==> src/rtl/pn3_pkg.sv <==
// pn3_pkg: shared types and constants for the octave Perlin noise block.
// Depends on nothing; imported by every module of the block.
package pn3_pkg;

    localparam int TABLE_SIZE  = 256;
    localparam int MAX_OCTAVES = 8;

    // command queue between front and engine
    localparam int CMDQ_AW    = 1;
    localparam int CMDQ_DEPTH = 2 ** CMDQ_AW;

    // item kinds
    localparam logic ACT_LOAD   = 1'b0;
    localparam logic ACT_SAMPLE = 1'b1;

    // register indexes (address bit 2)
    localparam logic REG_OCTAVES = 1'b0;
    localparam logic REG_PERSIST = 1'b1;

    // register reset values
    localparam logic [3:0]  OCTAVES_RST = 4'd4;
    localparam logic [15:0] PERSIST_RST = 16'd16384;

    // one input beat after classification
    typedef struct packed {
        logic        is_sample;
        logic [7:0]  index;
        logic [7:0]  value;
        logic [23:0] x;
        logic [23:0] y;
        logic [23:0] z;
    } cmd_t;

    typedef enum logic [2:0] {
        ST_IDLE,
        ST_HASH,
        ST_MATH,
        ST_DIV,
        ST_DONE
    } eng_state_t;

endpackage

==> src/rtl/pn3_front.sv <==
// pn3_front: accepts input beats, classifies them and queues them for the engine.
// Depends on pn3_pkg (cmd_t, queue depth, item kinds).
module pn3_front
    import pn3_pkg::*;
(
    input  logic        clk,
    input  logic        rst_n,
    input  logic        push,
    output logic        full,
    input  logic        action,
    input  logic [7:0]  table_index,
    input  logic [7:0]  table_value,
    input  logic [23:0] coord_x,
    input  logic [23:0] coord_y,
    input  logic [23:0] coord_z,
    output logic        cmd_valid,
    input  logic        cmd_ready,
    output cmd_t        cmd
);

    cmd_t                 q_mem [CMDQ_DEPTH];
    logic [CMDQ_AW-1:0]   wr_ptr_reg, wr_ptr_next;
    logic [CMDQ_AW-1:0]   rd_ptr_reg, rd_ptr_next;
    logic [CMDQ_AW:0]     count_reg, count_next;
    logic                 do_push, do_pop;
    cmd_t                 in_cmd;

    // classify the incoming beat
    always_comb
    begin
        in_cmd.is_sample = (action == ACT_SAMPLE);
        in_cmd.index     = table_index;
        in_cmd.value     = table_value;
        in_cmd.x         = coord_x;
        in_cmd.y         = coord_y;
        in_cmd.z         = coord_z;
    end

    assign full      = (count_reg == (CMDQ_AW+1)'(CMDQ_DEPTH));
    assign cmd_valid = (count_reg != '0);
    assign do_push   = push && !full;
    assign do_pop    = cmd_valid && cmd_ready;
    assign cmd       = q_mem[rd_ptr_reg];

    // queue storage
    always_ff @(posedge clk)
    begin
        if (do_push)
        begin
            q_mem[wr_ptr_reg] <= in_cmd;
        end
    end

    // pointers and fill count
    always_comb
    begin
        wr_ptr_next = do_push ? wr_ptr_reg + 1'b1 : wr_ptr_reg;
        rd_ptr_next = do_pop  ? rd_ptr_reg + 1'b1 : rd_ptr_reg;
        count_next  = count_reg;
        if (do_push && !do_pop)
        begin
            count_next = count_reg + 1'b1;
        end
        else if (!do_push && do_pop)
        begin
            count_next = count_reg - 1'b1;
        end
    end

    always_ff @(posedge clk or negedge rst_n)
    begin
        if (!rst_n)
        begin
            wr_ptr_reg <= '0;
            rd_ptr_reg <= '0;
            count_reg  <= '0;
        end
        else
        begin
            wr_ptr_reg <= wr_ptr_next;
            rd_ptr_reg <= rd_ptr_next;
            count_reg  <= count_next;
        end
    end

endmodule

==> config.mk <==
export PLATFORM = sky130hd
export DESIGN_NAME = pn3_front
export DESIGN_NICKNAME = d
export VERILOG_FILES = /design/src/rtl/pn3_pkg.sv /design/src/rtl/pn3_front.sv
export SDC_FILE = /design/constraint.sdc
export NUM_CORES = 1
export LEC_CHECK = 0
export ABC_AREA = 1
export BUFFER_PORTS_ARGS = -buffer_cell sky130_fd_sc_hd__buf_2
export CORE_MARGIN = 5
export CORE_UTILIZATION = 56
export DETAILED_ROUTE_END_ITERATION = 16
export PLACE_DENSITY = 0.95
export SYNTH_ARGS = -nofsm -noshare
export SYNTH_HDL_FRONTEND = slang
export SYNTH_SLANG_ARGS = --single-unit
==> constraint.sdc <==
create_clock -name clk -period 7.6 [get_ports clk]
set_input_delay 1.14 -clock clk [delete_from_list [all_inputs] [get_ports clk]]
set_output_delay 1.14 -clock clk [all_outputs]
set_load 0.01 [all_outputs]
Word-level counts from Yosys, hierarchy flattened. Memory sizes are Yosys's and may differ from the RTL's. Index checks and enable logic that the tools add are counted.

Bits in registers: 4. Bits in writable memories: 178. Input port bits: 93. Output and inout bits: 91. Logic and storage cells: 22. Memories kept: 1.

Memories: q_mem (depth 2, bits a word 89, rd ports 1, clocked after Yosys merged registers in 0, write ports 1, line pn3_front.sv:21) `cmd_t q_mem [CMDQ_DEPTH];`.

Add/sub/neg operators: 4. Eq/ne operators: 1. Muxes and demuxes: 4. Reductions and logical operators: 9.

Operators by type and width (count): $logic_and 1x1->1 (4); $mux 2 (2); $reduce_bool 2->1 (2); $logic_not 1->1 (3); $add 1x1->1 const B (2); $add 2x1->2 const B (1); $eq 2x2->1 const B (1); $mux 1 (2); $sub 2x1->2 const B (1).

Logic depth before layout (Yosys ltp).
Depth after elaboration: 7. Gate-level depth with buffers: 9. Gate-level depth less buffers: 9.

Worst setup path before layout. Ideal clock, no wire load.

Path kind: input-to-reg. Start point: input push. End point: memory q_mem[1][0] (netlist bit), enable pin. Setup time: 537 ps. Arrival: 4952 ps. Data required time: 7063 ps. Setup slack: 2110 ps. Stages on the path: 2. Path buffers: 0. Cell sequence: o21ai_0 -> nor2_1.

Longest elaborated chain between the ends: 3.

Ends and longest elaborated chain: start: declaration (line pn3_front.sv:8) `input logic push,`; $logic_and 1x1->1 (line pn3_front.sv:41) `assign do_push = push && !full;`; $mux 1 (line pn3_front.sv:48) `if (do_push)`; $mux 1 (implied by the code) (line pn3_front.sv:50) `q_mem[wr_ptr_reg] <= in_cmd;`; end: declaration (line pn3_front.sv:21).

Every way passes these cells.

==> summary.txt <==
top-area cell type share of the netlist area - 79.1%
largest cells by area after synthesis - edfxtp_1 79%, nand2_1 15%, buf_6 1.7%
clock network power share - 24.3%
CTS tree - yes
initial core utilization - 56.8%
diodes inserted - 0
internal power - 0.00213 W
wire length on met2 - 6.54 mm
# port buffers - 183
leading area contributor after synthesis - edfxtp_1
H-tree level count - 4
Placeable Area - 11900 um2
Row Count - 40
vias per cell - 4.95
# IOs - 184
IR drop worst, VDD - 0.221 mV
Detailed Routing Iterations Pass 1 - 4
Rel. slew slack - 20.6%
Overall Power - 0.00319 W
Data required, critical path - 6.46 ns
Synthesis Warnings - 0
worst-margin pin slew - 1.19 ns
Final Hold Fails - 0
Synth Register Bits - 182
CTS Buffer Depth - 2
nets - 775
vias in the first global route - 4227
routability cong. - 0.807
initial antenna violation count - 0
Post-CTS Hold Buffers - 0
Num CTS Buffers - 17
Comb pwr share - 28.6%
DR WL met3 - 1.11 mm
RSZ-0062 raised after global routing - no
Distinct cells, synth - 13
Die Area - 14400 um2
first-pass GRT wire length - 21.1 mm
worst min path class - register to register
leading cell types in the layout, fill and taps excluded - 278 x nand2_1, 183 x buf_2, 178 x edfxtp_1
Setup crit end kind - primary output
hold_sp - wr_ptr_reg
crit path DAT - 2.37 ns
Setup Buffers After CTS - 0
layout overhead on the synthesized area - 21.7%
Fmax - 0.285 GHz
Largest register FFs - 178
reg2reg start - count_reg[1]
Worst Setup Start Kind - register
sw frac - 33.3%
vias after detailed routing - 4155
fin crit period - 3.51 ns
gr ovfl total - 0
cts repair resizes - 0
type of the worst setup path - register to primary output
Remaining DRCs - 0
largest net degree at the start of global routing - 92
Mapped Nets - 590
Setup Viol. Count Final - 0
drt initial violations - 335
sequential share of power - 47.1%
wl on met1 - 5.13 mm
Final Cycle Share - 46.2%
WL/cell - 15.4 um
synthesized area - 6760 um2
commonest non-fill, non-tap cell in the layout - nand2_1
Worst Setup SP - rd_ptr_reg
Leakage - 3.58 nW
number of max-cap violations - 0
Setup TNS Final - 0 ns
Layout Skew - 0.00819 ns
Synth Area per Inst - 13.6 um2
crit-path max FO - 91
# clock sinks - 182
routed wire length - 13.0 mm
Clk Latency, worst-skew pair - 0.41 ns
Switch Pwr - 0.00106 W
status - finished, final reports clean
share of cells above drive strength 1 - 30.7%
Total Routing Usage GR - 18.8%
root buffer selected by CTS - clkbuf_16
clock slew at reported path FFs - 0.06 ns
Power Dens Cells - 388 nW/um2
post-synthesis cell count - 496
register area share after synthesis - 80.5%
DR top layer - met4
Slew Limit Fails - 0
Die H - 120 um
DP Wirelength - 8.33 mm
die extent in x - 120 um
Post-DRT Antenna Nets - 0
[logic make-up after synthesis]
family | Yosys count | synth area share, %
AO/OA/AOI/OAI | 1 | 0.0740
adder cells (fa/ha/maj) | 1 | 0.185
buffers and inverters | 27 | 3.22
flip-flops | 182 | 80.5
AND/OR/NAND/NOR | 284 | 15.8
XOR/XNOR | 1 | 0.130
[worst max-delay path, cell delays in order, from the launching register on]
cell and delay (ns):
dfrtp_4 1.05, inv_8 0.38, nand2_1 0.17, nand2_1 0.08, buf_2 0.15
[layout make-up]
type                    count  area (um2)
clock buffers              19         433
clock inverters            12        88.8
fillers                   807        3680
inverters                   8        38.8
multi-input cells         287        1100
flip-flops and latches    182        5450
well taps                 147         184
repair buffers            185         931
[cells in the mapped netlist]
cell type  instances
nor2_1             3
dfrtp_1            4
ha_1               1
nand4_1            1
nand3_1            2
inv_1              7
buf_6             10
edfxtp_1         178
o21ai_0            1
inv_8              1
buf_4              9
nand2_1          278
xnor2_1            1
[power groups by stage]
stage                     Clock [W]  Combinational, W  Sequential, W
after CTS                  0.000788          0.000933        0.00151
after global placement            0          0.000900        0.00151
final                      0.000776          0.000913        0.00150
after floorplan                   0          0.000667        0.00145
after global routing       0.000838           0.00103        0.00153
after detailed placement          0          0.000929        0.00152
[path summary, 6_finish.rpt]
path,end,slack [ns],cells after the start
setup / recovery,cmd[86],4.09,4
hold / removal,wr_ptr_reg,0.50,2
setup reg to reg,q_mem[0][68],5.38,6
hold reg to reg,wr_ptr_reg,0.50,2
max in group asynchronous,rd_ptr_reg,6.93,1
min in group asynchronous,count_reg[1],0.53,1
[per-stage QoR]
| stage | setup WS, ns | hold WS [ns] | cell area [um2] | util [%] | cells |
|---|---|---|---|---|---|
| finish | 4.09 | 0.500 | 8230 | 69.1 | 840 |
| global route | 3.85 | 0.506 | 8230 | 69.1 | 840 |
| CTS | 4.11 | 0.503 | 8230 | 69.1 | 840 |
| detailed placement | 4.58 | 0.488 | 7710 | 64.7 | 809 |
| global placement | 4.61 | 0.459 | 7710 | 64.7 | 809 |
| floorplan | 2.11 | 0.442 | 6760 | - | 496 |
[per-layer routing]
layer | up-vias | GRT usage [%]
li1 | 2037 | -
met2 | 175 | 30.2
met5 | - | 0
met1 | 1924 | 23.9
met4 | 0 | 6.73
met3 | 19 | 6.46
No activity file was read; power rests on OpenSTA's default activity.
